File: src/rtl/core/rpc_pkg.sv
// Shared types, constants and factor tables for the Robinson canvas projection.
package rpc_pkg;

    localparam int COORD_FRAC_BITS = 8;
    localparam int PIXEL_FRAC_BITS = 4;

    localparam int LON_W  = 17;
    localparam int LAT_W  = 16;
    localparam int DIM_W  = 12;
    localparam int OUT_W  = 16;
    localparam int FAC_W  = 17;
    localparam int BAND_W = 5;

    localparam logic [BAND_W-1:0] LAST_BAND = 5'd17;

    localparam logic [DIM_W-1:0] CANVAS_WIDTH_RST  = 12'd1024;
    localparam logic [DIM_W-1:0] CANVAS_HEIGHT_RST = 12'd512;

    localparam logic [0:0] CFG_CANVAS_WIDTH  = 1'b0;
    localparam logic [0:0] CFG_CANVAS_HEIGHT = 1'b1;

    // floor(v/5) = (v * RECIP5) >> 22 for v < 2^22
    localparam logic [19:0] RECIP5 = 20'd838861;
    // floor(v/45) = (v * RECIP45) >> 28 for v < 45 * 2^16
    localparam logic [22:0] RECIP45 = 23'd5965233;
    localparam int X_SAT_V = 45 * 65536;

    typedef struct packed {
        logic                    valid;
        logic signed [LON_W-1:0] lon;
        logic                    lat_neg;
        logic [FAC_W-1:0]        fx;
        logic [FAC_W-1:0]        fy;
    } t_factors;

    function automatic logic [FAC_W-1:0] factor_x(input logic [BAND_W-1:0] idx);
        logic [FAC_W-1:0] v;
        case (idx)
            5'd0:  v = 17'd65536;
            5'd1:  v = 17'd65444;
            5'd2:  v = 17'd65234;
            5'd3:  v = 17'd64881;
            5'd4:  v = 17'd64369;
            5'd5:  v = 17'd63767;
            5'd6:  v = 17'd62915;
            5'd7:  v = 17'd61781;
            5'd8:  v = 17'd60398;
            5'd9:  v = 17'd58733;
            5'd10: v = 17'd56879;
            5'd11: v = 17'd54723;
            5'd12: v = 17'd52337;
            5'd13: v = 17'd49788;
            5'd14: v = 17'd47094;
            5'd15: v = 17'd44119;
            5'd16: v = 17'd40718;
            5'd17: v = 17'd37500;
            5'd18: v = 17'd34878;
            default: v = '0;
        endcase
        return v;
    endfunction

    function automatic logic [FAC_W-1:0] factor_y(input logic [BAND_W-1:0] idx);
        logic [FAC_W-1:0] v;
        case (idx)
            5'd0:  v = 17'd0;
            5'd1:  v = 17'd4063;
            5'd2:  v = 17'd8126;
            5'd3:  v = 17'd12190;
            5'd4:  v = 17'd16253;
            5'd5:  v = 17'd20316;
            5'd6:  v = 17'd24379;
            5'd7:  v = 17'd28443;
            5'd8:  v = 17'd32493;
            5'd9:  v = 17'd36510;
            5'd10: v = 17'd40475;
            5'd11: v = 17'd44361;
            5'd12: v = 17'd48143;
            5'd13: v = 17'd51793;
            5'd14: v = 17'd55280;
            5'd15: v = 17'd58563;
            5'd16: v = 17'd61565;
            5'd17: v = 17'd63970;
            5'd18: v = 17'd65536;
            default: v = '0;
        endcase
        return v;
    endfunction

endpackage

File: src/rtl/core/rpc_factor.sv
// Latitude banding and table interpolation of the X and Y factors (three stages).
module rpc_factor #(
    parameter int COORD_FRAC_BITS = rpc_pkg::COORD_FRAC_BITS
) (
    input  logic                           i_clk,
    input  logic                           i_rst_n,
    input  logic                           i_valid,
    input  logic signed [rpc_pkg::LON_W-1:0] i_longitude,
    input  logic signed [rpc_pkg::LAT_W-1:0] i_latitude,
    output rpc_pkg::t_factors              o_factors
);
    localparam int C       = COORD_FRAC_BITS;
    localparam int R_W     = C + 3;
    localparam int NUM_W   = C + 20;
    localparam int NS_W    = C + 23;
    localparam int LAT_MAX = 90 << C;
    localparam int HALF_D  = 5 << (C - 1);
    localparam int BW      = rpc_pkg::BAND_W;
    localparam int FW      = rpc_pkg::FAC_W;

    // stage 1: |lat| clamp, band, remainder
    logic [15:0]    alat, alat_c;
    logic [16:0]    lat_neg_ext;
    logic [6:0]     deg;
    logic [14:0]    bprod;
    logic [BW-1:0]  band_raw, band;
    logic [31:0]    rfull;

    always_comb begin
        lat_neg_ext = 17'(-{i_latitude[15], i_latitude});
        alat = i_latitude[15] ? lat_neg_ext[15:0] : 16'(i_latitude);
        alat_c = (32'(alat) > 32'(LAT_MAX)) ? 16'(LAT_MAX) : alat;
        deg = 7'(alat_c >> C);
        bprod = 15'(deg) * 15'd205;
        band_raw = bprod[14:10];
        band = (band_raw > rpc_pkg::LAST_BAND) ? rpc_pkg::LAST_BAND : band_raw;
        rfull = 32'(alat_c) - ((32'(band) * 32'd5) << C);
    end

    logic                            r_v1;
    logic signed [rpc_pkg::LON_W-1:0] r_lon1;
    logic                            r_neg1;
    logic [BW-1:0]                   r_band1;
    logic [R_W-1:0]                  r_r1;

    always_ff @(posedge i_clk) begin
        if (!i_rst_n) begin
            r_v1 <= 1'b0;
        end else begin
            r_v1 <= i_valid;
        end
        r_lon1  <= i_longitude;
        r_neg1  <= i_latitude[15];
        r_band1 <= band;
        r_r1    <= rfull[R_W-1:0];
    end

    // stage 2: t0*D + (t1 - t0)*r + D/2
    logic [FW-1:0]          tx0, tx1, ty0, ty1;
    logic signed [17:0]     dx, dy;
    logic signed [R_W:0]    rs;
    logic signed [R_W+18:0] px, py;
    logic [NUM_W-1:0]       basex, basey;
    logic [NS_W-1:0]        sumx, sumy;

    always_comb begin
        tx0 = rpc_pkg::factor_x(r_band1);
        tx1 = rpc_pkg::factor_x(r_band1 + 5'd1);
        ty0 = rpc_pkg::factor_y(r_band1);
        ty1 = rpc_pkg::factor_y(r_band1 + 5'd1);
        dx = $signed({1'b0, tx1}) - $signed({1'b0, tx0});
        dy = $signed({1'b0, ty1}) - $signed({1'b0, ty0});
        rs = $signed({1'b0, r_r1});
        px = dx * rs;
        py = dy * rs;
        basex = (NUM_W'(tx0) * NUM_W'(5)) << C;
        basey = (NUM_W'(ty0) * NUM_W'(5)) << C;
        sumx = NS_W'(basex) + NS_W'(px) + NS_W'(HALF_D);
        sumy = NS_W'(basey) + NS_W'(py) + NS_W'(HALF_D);
    end

    logic                            r_v2;
    logic signed [rpc_pkg::LON_W-1:0] r_lon2;
    logic                            r_neg2;
    logic [NUM_W-1:0]                r_numx2, r_numy2;

    always_ff @(posedge i_clk) begin
        if (!i_rst_n) begin
            r_v2 <= 1'b0;
        end else begin
            r_v2 <= r_v1;
        end
        r_lon2  <= r_lon1;
        r_neg2  <= r_neg1;
        r_numx2 <= sumx[NUM_W-1:0];
        r_numy2 <= sumy[NUM_W-1:0];
    end

    // stage 3: divide by D = 5 << C
    logic [39:0] qx, qy;
    rpc_pkg::t_factors n_fac, r_fac;

    always_comb begin
        qx = 40'(r_numx2[NUM_W-1:C]) * 40'(rpc_pkg::RECIP5);
        qy = 40'(r_numy2[NUM_W-1:C]) * 40'(rpc_pkg::RECIP5);
        n_fac.valid   = r_v2;
        n_fac.lon     = r_lon2;
        n_fac.lat_neg = r_neg2;
        n_fac.fx      = qx[38:22];
        n_fac.fy      = qy[38:22];
    end

    always_ff @(posedge i_clk) begin
        if (!i_rst_n) begin
            r_fac.valid <= 1'b0;
        end else begin
            r_fac.valid <= n_fac.valid;
        end
        r_fac.lon     <= n_fac.lon;
        r_fac.lat_neg <= n_fac.lat_neg;
        r_fac.fx      <= n_fac.fx;
        r_fac.fy      <= n_fac.fy;
    end

    assign o_factors = r_fac;

endmodule

File: config.mk
export PLATFORM = sky130hd
export DESIGN_NAME = rpc_factor
export DESIGN_NICKNAME = d
export VERILOG_FILES = /design/src/rtl/core/rpc_pkg.sv /design/src/rtl/core/rpc_factor.sv
export SDC_FILE = /design/constraint.sdc
export NUM_CORES = 2
export LEC_CHECK = 0
export BUFFER_PORTS_ARGS = -buffer_cell sky130_fd_sc_hd__buf_2
export CAP_MARGIN = 0
export CORE_ASPECT_RATIO = 1.2
export CORE_MARGIN = 4
export CORE_UTILIZATION = 60
export DETAILED_ROUTE_END_ITERATION = 16
export PLACE_DENSITY = 0.77
export SETUP_SLACK_MARGIN = 0.5
export SLEW_MARGIN = 25
export SYNTH_ARGS = -nofsm -noshare
export SYNTH_HDL_FRONTEND = slang
export SYNTH_SLANG_ARGS = --single-unit
File: constraint.sdc
create_clock -name i_clk -period 11.78 [get_ports i_clk]
set_input_delay 0 -clock i_clk [delete_from_list [all_inputs] [get_ports i_clk]]
set_output_delay 0 -clock i_clk [all_outputs]
set_load 0.03 [all_outputs]
==> run_results.csv <==
group,metric,value,unit
global_route,grt_pass1_wl,142000,µm
cts,cts-htree-levels,4,
sta,holdWs,0.0732,ns
finish,fin_cells,4916,
global_route,grt_use_total,25.6,%
sta,finalSetupTns,0,ns
global_route,grt_remaining_overflow,0,
yosys,synthCells,4029,
drt,wl_met1,33600,µm
cts,clk_latency,0.50,ns
finish,post-route-util,64.0,%
finish,fin_nets,5478,
placement,port_buffers,88,
critical_path,cp_slowest_cell,"fa_1",
critical_path,cp_data_required_time,12.15,ns
yosys,synth_cell_type_count,84,
drt,post-route-drc-count,0,
placement,dp_cells,4853,
drt,top_layer,"met4",
placement,dp_hpwl,69700,µm
global_route,antenna_found_initial,0,
drt,via_count,27100,
sta,maxSlewViolCount,0,
yosys,synth_edf_count,0,
yosys,async_flop_share,0,%
drt,dr.first_iter.drc_count,1417,
sta,finalClockSkew,0.0169,ns
drt,drtAntennaViolNets,0,
cts,clock-root-buffer,"clkbuf_16",
sta,hold_violations,0,
yosys,syn_area_per_cell,9.48,µm²
drt,viasPerCell,5.51,
drt,wire_per_inst,16.8,µm
sta,rsz0062_at_grt,"false",
sta,worst_pin_slew,1.09,ns
finish,drive_gt1_share,4.47,%
sta,setup-violations-final,0,
floorplanning,rows,101,
floorplanning,coreArea,0.0632,mm²
cts,numCtsBuffers,17,
sta,period_minus_slack,10.50,ns
floorplanning,io-pin-count,89,
sta,period_share,89.1,%
placement,gp_congestion,0.983,
finish,n_antenna_cell,0,
yosys,synth_area,0.0382,mm²
flow_run,drv_cap,0,
floorplanning,dieWidth,238,µm
yosys,synthesis.nets,5428,
critical_path,critPathArrivalTime,10.87,ns
sta,slew_headroom,27.1,%
critical_path,cp_top_family,"adder cells",
cts,cts_tree,"built",
cts,clock_sinks,181,
critical_path,crit_fanout,18,
sta,fmax,95.2,MHz
cts,clock_path_buffers,2,
floorplanning,start_util,60.5,%
drt,wl,82700,µm
run_status,status,"completed",
yosys,ys_ff_latch,181,
critical_path,crit_buf_inv,5,
critical_path,worst_setup_path_end_kind,"register",
drt,wl_met3,3730,µm
critical_path,crit_path_start_kind,"register",
floorplanning,die_y,284,µm
drt,drt_first_pass_iters,7,
yosys,yosys_warnings,0,
finish,area_delta_synth_final,5.88,%
min_path,min_path_type,"input port to register",
finish,nFillCells,5109,
global_route,grt_max_degree,37,
floorplanning,die_area,0.0678,mm²
critical_path,crit_top_cell,"fa_1",
yosys,ys_seq_area_share,9.49,%
critical_path,critPathKind,"register to register",
global_route,first_global_vias,29400,
yosys,synth_flop_cell,"dfxtp_1",
critical_path,max_stage_delay,0.57,ns
cts,path_clk_slew,0.08,ns
drt,wl_met2,41700,µm
## sequential cells by signal, indices dropped and copies added (netlist names)
register	count
o_factors	53
r_band1	5
r_lon1	17
r_lon2	17
r_neg1	1
r_neg2	1
r_numx2	20
r_numy2	20
r_r1	11
r_v1	1
r_v2	1
tx0	17
ty0	17
## cell usage in the layout (no fill, tap or decap), types with 31 or more instances in the layout
cell type      count
inv_1            946
ha_1             691
fa_1             671
nand2_1          298
dfxtp_1          179
and2_1           177
a21oi_1          126
nor2_1           122
xnor2_1          106
buf_2             88
o21ai_0           84
xor2_1            60
nand3_1           44
nor3_1            40
a21o_1            33
dlygate4sd3_1     31
## synth_stat cells, types with 15 or more instances
cell / n / share of area, %
a211oi_1: 16 / 0.31
a21o_1: 33 / 0.65
a21oi_1: 126 / 1.7
a31oi_1: 15 / 0.25
and2_1: 177 / 2.9
and3_1: 16 / 0.26
clkbuf_1: 99 / 0.97
dfxtp_1: 181 / 9.5
fa_1: 671 / 35
ha_1: 692 / 23
inv_1: 946 / 9.3
nand2_1: 298 / 2.9
nand2b_1: 29 / 0.47
nand3_1: 44 / 0.58
nor2_1: 122 / 1.2
nor2b_1: 25 / 0.41
nor3_1: 40 / 0.52
o21a_1: 28 / 0.55
o21ai_0: 84 / 1.1
o21bai_1: 19 / 0.37
xnor2_1: 115 / 2.6
xor2_1: 61 / 1.4
## per-stage QoR
stage | worst slack [ns] | cell area [µm²]
2_1_floorplan | 2.31 | 38200
3_3_place_gp | 1.21 | 39400
3_5_place_dp | 0.886 | 39400
4_1_cts | 0.868 | 40400
5_1_grt | 0.529 | 40400
6_report | 1.28 | 40400
## cell families (layout without fill, tap and decap cells)
group,after synthesis,count (layout),share of synthesized area (%)
buf+inv,1056,1119,10.4
xor+xnor,178,178,4.14
flops,181,181,9.49
fa+ha+maj,1363,1363,57.8
compound gates,434,434,7.43
simple gates,806,806,10.4
mux,10,10,0.305
other cells,1,1,0.00982
## final cells by class
type | instances | area [µm²] | share of cell area [%]
Inverter | 947 | 3550 | 8.79
Sequential cell | 181 | 3630 | 8.97
Tap cell | 824 | 1030 | 2.55
Clock buffer | 17 | 425 | 1.05
Multi-Input combinational cell | 2792 | 30700 | 75.9
Timing Repair Buffer | 140 | 908 | 2.25
Clock inverter | 15 | 215 | 0.532
## path summary, 6_finish.rpt
kind                      end  slack, ns           start  cells after the start
hold reg to reg     r_lon2[2]       0.32       r_lon1[2]                      0
setup / recovery  r_numy2[27]       1.28      r_band1[0]                     39
setup reg to reg  r_numy2[27]       1.28      r_band1[0]                     39
hold / removal       r_r1[10]       0.07  i_latitude[10]                      4
## timing repair
item	CTS	global route
hold buffers	31	0
gates resized for setup	0	3
endpoints found under the hold margin	29	0
endpoints found under the setup margin	0	6
buffers inserted	0	0
## metal layers
layer	vias to the layer above	global-route usage [%]
met5	-	0
met3	230	3.01
met1	13400	32.0
met4	0	10.4
met2	767	45.3
li1	12700	-
## worst register-to-register path, delay by kind of cell, from the launching register on
family | cells | cell delay [ns]
AO/OA/AOI/OAI | 14 | 2.71
buffers and inverters | 5 | 0.60
adder cells (fa/ha/maj) | 11 | 4.64
XOR/XNOR | 2 | 0.42
AND/OR/NAND/NOR | 7 | 1.45
flip-flops | 1 | 0.54
Power is left out: the tool's default activity adds up to more than one toggle a clock period on the data nets, which glitch-free logic cannot reach.
