File: src/rtl/core/rpc_pkg.sv
// Shared types, constants and factor tables for the Robinson canvas projection.
package rpc_pkg;

    localparam int COORD_FRAC_BITS = 8;
    localparam int PIXEL_FRAC_BITS = 4;

    localparam int LON_W  = 17;
    localparam int LAT_W  = 16;
    localparam int DIM_W  = 12;
    localparam int OUT_W  = 16;
    localparam int FAC_W  = 17;
    localparam int BAND_W = 5;

    localparam logic [BAND_W-1:0] LAST_BAND = 5'd17;

    localparam logic [DIM_W-1:0] CANVAS_WIDTH_RST  = 12'd1024;
    localparam logic [DIM_W-1:0] CANVAS_HEIGHT_RST = 12'd512;

    localparam logic [0:0] CFG_CANVAS_WIDTH  = 1'b0;
    localparam logic [0:0] CFG_CANVAS_HEIGHT = 1'b1;

    // floor(v/5) = (v * RECIP5) >> 22 for v < 2^22
    localparam logic [19:0] RECIP5 = 20'd838861;
    // floor(v/45) = (v * RECIP45) >> 28 for v < 45 * 2^16
    localparam logic [22:0] RECIP45 = 23'd5965233;
    localparam int X_SAT_V = 45 * 65536;

    typedef struct packed {
        logic                    valid;
        logic signed [LON_W-1:0] lon;
        logic                    lat_neg;
        logic [FAC_W-1:0]        fx;
        logic [FAC_W-1:0]        fy;
    } t_factors;

    function automatic logic [FAC_W-1:0] factor_x(input logic [BAND_W-1:0] idx);
        logic [FAC_W-1:0] v;
        case (idx)
            5'd0:  v = 17'd65536;
            5'd1:  v = 17'd65444;
            5'd2:  v = 17'd65234;
            5'd3:  v = 17'd64881;
            5'd4:  v = 17'd64369;
            5'd5:  v = 17'd63767;
            5'd6:  v = 17'd62915;
            5'd7:  v = 17'd61781;
            5'd8:  v = 17'd60398;
            5'd9:  v = 17'd58733;
            5'd10: v = 17'd56879;
            5'd11: v = 17'd54723;
            5'd12: v = 17'd52337;
            5'd13: v = 17'd49788;
            5'd14: v = 17'd47094;
            5'd15: v = 17'd44119;
            5'd16: v = 17'd40718;
            5'd17: v = 17'd37500;
            5'd18: v = 17'd34878;
            default: v = '0;
        endcase
        return v;
    endfunction

    function automatic logic [FAC_W-1:0] factor_y(input logic [BAND_W-1:0] idx);
        logic [FAC_W-1:0] v;
        case (idx)
            5'd0:  v = 17'd0;
            5'd1:  v = 17'd4063;
            5'd2:  v = 17'd8126;
            5'd3:  v = 17'd12190;
            5'd4:  v = 17'd16253;
            5'd5:  v = 17'd20316;
            5'd6:  v = 17'd24379;
            5'd7:  v = 17'd28443;
            5'd8:  v = 17'd32493;
            5'd9:  v = 17'd36510;
            5'd10: v = 17'd40475;
            5'd11: v = 17'd44361;
            5'd12: v = 17'd48143;
            5'd13: v = 17'd51793;
            5'd14: v = 17'd55280;
            5'd15: v = 17'd58563;
            5'd16: v = 17'd61565;
            5'd17: v = 17'd63970;
            5'd18: v = 17'd65536;
            default: v = '0;
        endcase
        return v;
    endfunction

endpackage

File: src/rtl/core/rpc_scale.sv
// Projection and canvas scaling with rounding and saturation (four stages).
module rpc_scale #(
    parameter int COORD_FRAC_BITS = rpc_pkg::COORD_FRAC_BITS,
    parameter int PIXEL_FRAC_BITS = rpc_pkg::PIXEL_FRAC_BITS
) (
    input  logic                          i_clk,
    input  logic                          i_rst_n,
    input  rpc_pkg::t_factors             i_factors,
    input  logic [rpc_pkg::DIM_W-1:0]     i_canvas_width,
    input  logic [rpc_pkg::DIM_W-1:0]     i_canvas_height,
    output logic                          o_done,
    output logic [rpc_pkg::OUT_W-1:0]     o_canvas_x,
    output logic [rpc_pkg::OUT_W-1:0]     o_canvas_y,
    output logic                          o_point_valid
);
    localparam int C     = COORD_FRAC_BITS;
    localparam int P     = PIXEL_FRAC_BITS;
    localparam int DW    = rpc_pkg::DIM_W;
    localparam int OW    = rpc_pkg::OUT_W;
    localparam int S_W   = (((C + 24) > 33) ? (C + 24) : 33) + 2;
    localparam int SP_W  = S_W - 1;
    localparam int LO_W  = SP_W / 2;
    localparam int HI_W  = SP_W - LO_W;
    localparam int PLO_W = LO_W + DW;
    localparam int PHI_W = HI_W + DW;
    localparam int P_W   = SP_W + DW + 1;
    localparam int NX_W  = P_W + P + 1;
    localparam int YN_W  = 30 + P + 1;
    localparam logic [S_W-1:0]  X_OFS = S_W'(180) << (C + 16);
    localparam logic [NX_W-1:0] XHALF = NX_W'(45) << (C + 18);

    // stage 4: s = lon*fx + 180 deg, yn*H
    logic signed [34:0]    lp;
    logic signed [S_W-1:0] s4;
    logic [17:0]           yn;

    always_comb begin
        lp = i_factors.lon * $signed({1'b0, i_factors.fx});
        s4 = S_W'(lp) + $signed(X_OFS);
        yn = i_factors.lat_neg ? (18'd65536 + 18'(i_factors.fy))
                               : (18'd65536 - 18'(i_factors.fy));
    end

    logic                  r_v4;
    logic signed [S_W-1:0] r_s4;
    logic [29:0]           r_ymul4;

    always_ff @(posedge i_clk) begin
        if (!i_rst_n) begin
            r_v4 <= 1'b0;
        end else begin
            r_v4 <= i_factors.valid;
        end
        r_s4    <= s4;
        r_ymul4 <= 30'(yn) * 30'(i_canvas_height);
    end

    // stage 5: split s*W, finish y
    logic [SP_W-1:0] spos;
    logic [YN_W-1:0] ynum;
    logic [YN_W-1:0] yq;
    logic [OW-1:0]   ysat;

    always_comb begin
        spos = (!r_s4[S_W-1] && (r_s4 != '0)) ? r_s4[SP_W-1:0] : '0;
        ynum = (YN_W'(r_ymul4) << P) + YN_W'(65536);
        yq = ynum >> 17;
        ysat = (yq > YN_W'(16'hFFFF)) ? 16'hFFFF : yq[OW-1:0];
    end

    logic                 r_v5;
    logic [PLO_W-1:0]     r_plo5;
    logic [PHI_W-1:0]     r_phi5;
    logic [OW-1:0]        r_y5;

    always_ff @(posedge i_clk) begin
        if (!i_rst_n) begin
            r_v5 <= 1'b0;
        end else begin
            r_v5 <= r_v4;
        end
        r_plo5 <= PLO_W'(spos[LO_W-1:0]) * PLO_W'(i_canvas_width);
        r_phi5 <= PHI_W'(spos[SP_W-1:LO_W]) * PHI_W'(i_canvas_width);
        r_y5   <= ysat;
    end

    // stage 6: sum partials, round, coarse divide by 2^(C+19)
    logic [P_W-1:0]  prod;
    logic [NX_W-1:0] xnum, xv;

    always_comb begin
        prod = (P_W'(r_phi5) << LO_W) + P_W'(r_plo5);
        xnum = (NX_W'(prod) << P) + XHALF;
        xv = xnum >> (C + 19);
    end

    logic        r_v6;
    logic        r_sat6;
    logic [21:0] r_xv6;
    logic [OW-1:0] r_y6;

    always_ff @(posedge i_clk) begin
        if (!i_rst_n) begin
            r_v6 <= 1'b0;
        end else begin
            r_v6 <= r_v5;
        end
        r_sat6 <= (xv >= NX_W'(rpc_pkg::X_SAT_V));
        r_xv6  <= xv[21:0];
        r_y6   <= r_y5;
    end

    // stage 7: divide by 45, output register
    logic [44:0] xq;
    logic        cfg_ok;

    always_comb begin
        xq = 45'(r_xv6) * 45'(rpc_pkg::RECIP45);
        cfg_ok = (i_canvas_width != '0) && (i_canvas_height != '0);
    end

    logic          r_done;
    logic [OW-1:0] r_x7, r_y7;
    logic          r_pv7;

    always_ff @(posedge i_clk) begin
        if (!i_rst_n) begin
            r_done <= 1'b0;
        end else begin
            r_done <= r_v6;
        end
        r_x7  <= !cfg_ok ? '0 : (r_sat6 ? 16'hFFFF : xq[43:28]);
        r_y7  <= !cfg_ok ? '0 : r_y6;
        r_pv7 <= cfg_ok;
    end

    assign o_done        = r_done;
    assign o_canvas_x    = r_x7;
    assign o_canvas_y    = r_y7;
    assign o_point_valid = r_pv7;

endmodule

File: config.mk
export PLATFORM = sky130hd
export DESIGN_NAME = rpc_scale
export DESIGN_NICKNAME = d
export VERILOG_FILES = /design/src/rtl/core/rpc_pkg.sv /design/src/rtl/core/rpc_scale.sv
export SDC_FILE = /design/constraint.sdc
export NUM_CORES = 2
export LEC_CHECK = 0
export ABC_CLOCK_PERIOD_IN_PS = 7360
export BUFFER_PORTS_ARGS = -buffer_cell sky130_fd_sc_hd__buf_2
export CAP_MARGIN = 20
export CORE_MARGIN = 5
export CORE_UTILIZATION = 39
export CTS_CLUSTER_DIAMETER = 60
export DETAILED_ROUTE_END_ITERATION = 10
export GPL_ROUTABILITY_DRIVEN = 0
export GPL_TIMING_DRIVEN = 1
export PLACE_DENSITY_LB_ADDON = 0.2
export SYNTH_ARGS = -nofsm -noshare
export SYNTH_HDL_FRONTEND = slang
export SYNTH_SLANG_ARGS = --single-unit
File: constraint.sdc
create_clock -name i_clk -period 7.36 [get_ports i_clk]
set_input_delay 1.84 -clock i_clk [delete_from_list [all_inputs] [get_ports i_clk]]
set_output_delay 1.84 -clock i_clk [all_outputs]
set_load 0.1 [all_outputs]
==> report_table.html <==
<table>
<tr><th>Metric</th><th>Value</th></tr>
<tr><th colspan="2">Status</th></tr>
<tr><td>Outcome</td><td>complete, no violations</td></tr>
<tr><th colspan="2">Clock tree</th></tr>
<tr><td>Clock Latency Late Sink</td><td>0.50 ns</td></tr>
<tr><td>CTS H-tree depth</td><td>4</td></tr>
<tr><td>Max clock buf depth</td><td>2</td></tr>
<tr><td>TritonCTS buffer count</td><td>17</td></tr>
<tr><td>Root buffer cell</td><td>clkbuf_16</td></tr>
<tr><td>Clk pin slew, worst setup/hold paths</td><td>0.08 ns</td></tr>
<tr><td>CTS tree</td><td>done</td></tr>
<tr><td>Clock Sink Count</td><td>186</td></tr>
<tr><th colspan="2">Drt</th></tr>
<tr><td>DRC</td><td>0</td></tr>
<tr><td>Post-detailed-route count of antenna-violating nets</td><td>0</td></tr>
<tr><td>Violation count after the first detailed-route iteration</td><td>1369</td></tr>
<tr><td>Via count</td><td>29.07k</td></tr>
<tr><td>Routed length per instance</td><td>15.33 um</td></tr>
<tr><td>Post-DR vias/cell</td><td>4.744</td></tr>
<tr><td>Total Wirelength</td><td>93920 um</td></tr>
<tr><td>Drt first pass iters</td><td>5</td></tr>
<tr><th colspan="2">Synthesis</th></tr>
<tr><td>Number of synthesized flops with an enable pin</td><td>0</td></tr>
<tr><td>Largest cells by area after synthesis</td><td>fa_1 40%, ha_1 16%, dfxtp_1 9.2%</td></tr>
<tr><td>Cells after Synth</td><td>4417</td></tr>
<tr><td>Most common flop cell mapped by yosys</td><td>dfxtp_1</td></tr>
<tr><td>Proportion of synthesized chip area in sequential cells</td><td>0.09190</td></tr>
<tr><td>Total of warnings raised by yosys</td><td>0</td></tr>
<tr><td>Syn Area/Cell</td><td>9.173 sq um</td></tr>
<tr><td>Flop and latch count out of synthesis</td><td>186</td></tr>
<tr><td>Most area-hungry cell type in the Yosys netlist</td><td>fa_1</td></tr>
<tr><td>Post-Syn Area</td><td>0.04052 sq mm</td></tr>
<tr><td>Fraction of registers with async set or reset after synthesis</td><td>0</td></tr>
<tr><td>Synthesized netlist net count</td><td>5826</td></tr>
<tr><td>Synth top area share</td><td>0.4002</td></tr>
<tr><td>Distinct cells, synth</td><td>78</td></tr>
<tr><th colspan="2">Timing</th></tr>
<tr><td>Clock period minus final worst setup slack</td><td>7.245 ns</td></tr>
<tr><td>Max transition margin</td><td>0.5573</td></tr>
<tr><td>Count of endpoints failing hold in the final timing report</td><td>0</td></tr>
<tr><td>Highest clock rate</td><td>138.0 MHz</td></tr>
<tr><td>Unrepaired setup endpoints after global routing</td><td>true</td></tr>
<tr><td>Number of failing setup endpoints in the final timing report</td><td>0</td></tr>
<tr><td>Clock Skews</td><td>0.02327 ns</td></tr>
<tr><td>Slew of the pin with the lowest slew margin</td><td>0.6620 ns</td></tr>
<tr><td>Final worst-path cycle share</td><td>0.9843</td></tr>
<tr><td>Count of final max-slew check failures</td><td>0</td></tr>
<tr><th colspan="2">Critical path</th></tr>
<tr><td>Element type at the critical path end</td><td>flop</td></tr>
<tr><td>Endpoint arrival time on the critical path</td><td>7.66 ns</td></tr>
<tr><td>Internal reg-to-reg setup slack</td><td>0.34 ns</td></tr>
<tr><td>Kind of start point of the critical path</td><td>input port</td></tr>
<tr><td>Largest fanout of any net on the critical path</td><td>5</td></tr>
<tr><td>CP max stage delay</td><td>0.57 ns</td></tr>
<tr><td>Dominant cell type by count on the critical path</td><td>fa_1</td></tr>
<tr><td>Worst path bufs/invs</td><td>6</td></tr>
<tr><td>Slowest cell on the critical path</td><td>or4_4</td></tr>
<tr><td>Setup Crit Path Kind</td><td>in2reg</td></tr>
<tr><td>Largest delay contributor family on the critical path</td><td>adder cells</td></tr>
<tr><td>Critical path data required time</td><td>7.78 ns</td></tr>
<tr><th colspan="2">Layout</th></tr>
<tr><td>Area delta synth-&gt;final</td><td>13.36%</td></tr>
<tr><td>Antenna diode instance count</td><td>0</td></tr>
<tr><td>Nets</td><td>6144</td></tr>
<tr><td>Layout cell share with drive strength beyond 1</td><td>0.1230</td></tr>
<tr><td>Top library cells by usage in the layout, fill and taps aside</td><td>981 x inv_1, 810 x fa_1, 571 x nand2_1</td></tr>
<tr><td>Count of filler cells inserted in the layout</td><td>10.30k</td></tr>
<tr><td>Cell area after layout</td><td>0.04593 sq mm</td></tr>
<tr><td>Most frequent standard cell in the layout excluding fill and tap cells</td><td>inv_1</td></tr>
<tr><td>Post-layout utilization of the core</td><td>0.4444</td></tr>
<tr><th colspan="2">Floorplan</th></tr>
<tr><td>Standard cell core area</td><td>0.1033 sq mm</td></tr>
<tr><td>Top-Level Pins</td><td>113</td></tr>
<tr><td>Chip height</td><td>332.3 um</td></tr>
<tr><td>Starting utilization of the core area</td><td>0.3920</td></tr>
<tr><td>Width of the die</td><td>332.3 um</td></tr>
<tr><td>Die ar.</td><td>0.1104 sq mm</td></tr>
<tr><td>Number of cell rows</td><td>118</td></tr>
<tr><th colspan="2">Placement</th></tr>
<tr><td>Port-buffer cells</td><td>112</td></tr>
<tr><td>HPWL Detailed</td><td>81240 um</td></tr>
<tr><td>Area after detailed placement</td><td>0.04488 sq mm</td></tr>
<tr><th colspan="2">Hold path</th></tr>
<tr><td>Path class of the lowest-slack min-delay path</td><td>reg2reg</td></tr>
<tr><th colspan="2">Global routing</th></tr>
<tr><td>Vias in the first global route</td><td>30.56k</td></tr>
<tr><td>Overflow left after global routing</td><td>0</td></tr>
<tr><td>Global-route wire length before repair</td><td>158200 um</td></tr>
<tr><td>Pin count of the biggest net entering global routing</td><td>35</td></tr>
<tr><td>Total global routing track utilization</td><td>0.1727</td></tr>
<tr><td>Antenna violations before repair</td><td>2</td></tr>
<tr><th colspan="2">Job</th></tr>
<tr><td>Reported max-cap violation count</td><td>0</td></tr>
</table>
-- cell usage after synthesis, types with 41 or more instances --
library cell	instances
inv_1	983
fa_1	810
nand2_1	576
ha_1	520
and2_1	299
dfxtp_1	186
clkbuf_1	165
and3_1	155
nor2_1	107
xnor2_1	89
a21oi_1	80
xor2_1	58
o21ai_0	41
-- sequential cells by signal (all words and copies together) (netlist names), 12 cells and up --
signal	flops
r_s4	35
r_plo5	12
r_y5	16
r_y6	16
o_canvas_x	16
o_canvas_y	16
r_phi5	29
r_ymul4	18
r_xv6	22
-- stage by stage --
step / setup TNS [ns] / setup WS (ns) / hold WS, ns / std cells
finish: 0 / 0.1153 / 0.3296 / 6128
detailed placement: -7.003 / -0.5328 / 0.3121 / 6079
global placement: -5.652 / -0.4596 / 0.3124 / 6079
CTS: 0 / 0.01500 / 0.3304 / 6111
global route: -0.7761 / -0.2178 / 0.3377 / 6128
floorplan: -0.5400 / -0.1872 / 0.3096 / 4417
-- area by class of cell --
cell class / count / area [sq um] / share of cell area
tap: 1380 / 1727 / 0.03760
multi-input combinational: 3074 / 32740 / 0.7128
timing repair buffer: 473 / 3412 / 0.07429
clock buffer: 17 / 425.4 / 0.009263
clock inverter: 15 / 212.7 / 0.004631
inverter: 983 / 3690 / 0.08034
sequential: 186 / 3725 / 0.08110
-- metal layers --
layer	vias up	global-route usage	routed length, um
met4	0	0.02548	906
met3	55	0.02089	3695
li1	14030	-	-
met1	14520	0.2535	45390
met5	-	0	0
met2	466	0.2818	43930
-- logic make-up (layout without fill, tap and decap cells) --
kind of cell / after synthesis / after routing / synth area share
fa+ha+maj: 1330 / 1330 / 0.5608
simple gates: 1315 / 1315 / 0.1604
buf+inv: 1159 / 1488 / 0.1076
compound gates: 277 / 279 / 0.04663
flops: 186 / 186 / 0.09190
xor+xnor: 147 / 147 / 0.03178
mux: 3 / 3 / 0.0008646
-- repair_timing --
| item | 4_1_cts | 5_1_grt |
|---|---|---|
| buffers inserted | 0 | 15 |
| endpoints found under the setup margin | 0 | 26 |
| gates resized for setup | 0 | 67 |
| hold buffers | 0 | 0 |
-- worst paths after layout --
check,startpoint,end,depth (start not counted)
worst max-delay path,i_factors[6],r_ymul4[29],26
worst max register to register,r_s4[9],r_plo5[28],30
worst min register to register,r_y5[12],r_y6[12],0
worst min-delay path,r_y5[12],r_y6[12],0
Power is left out: the tool's default activity adds up to more than one toggle a clock period on the data nets, which glitch-free logic cannot reach.
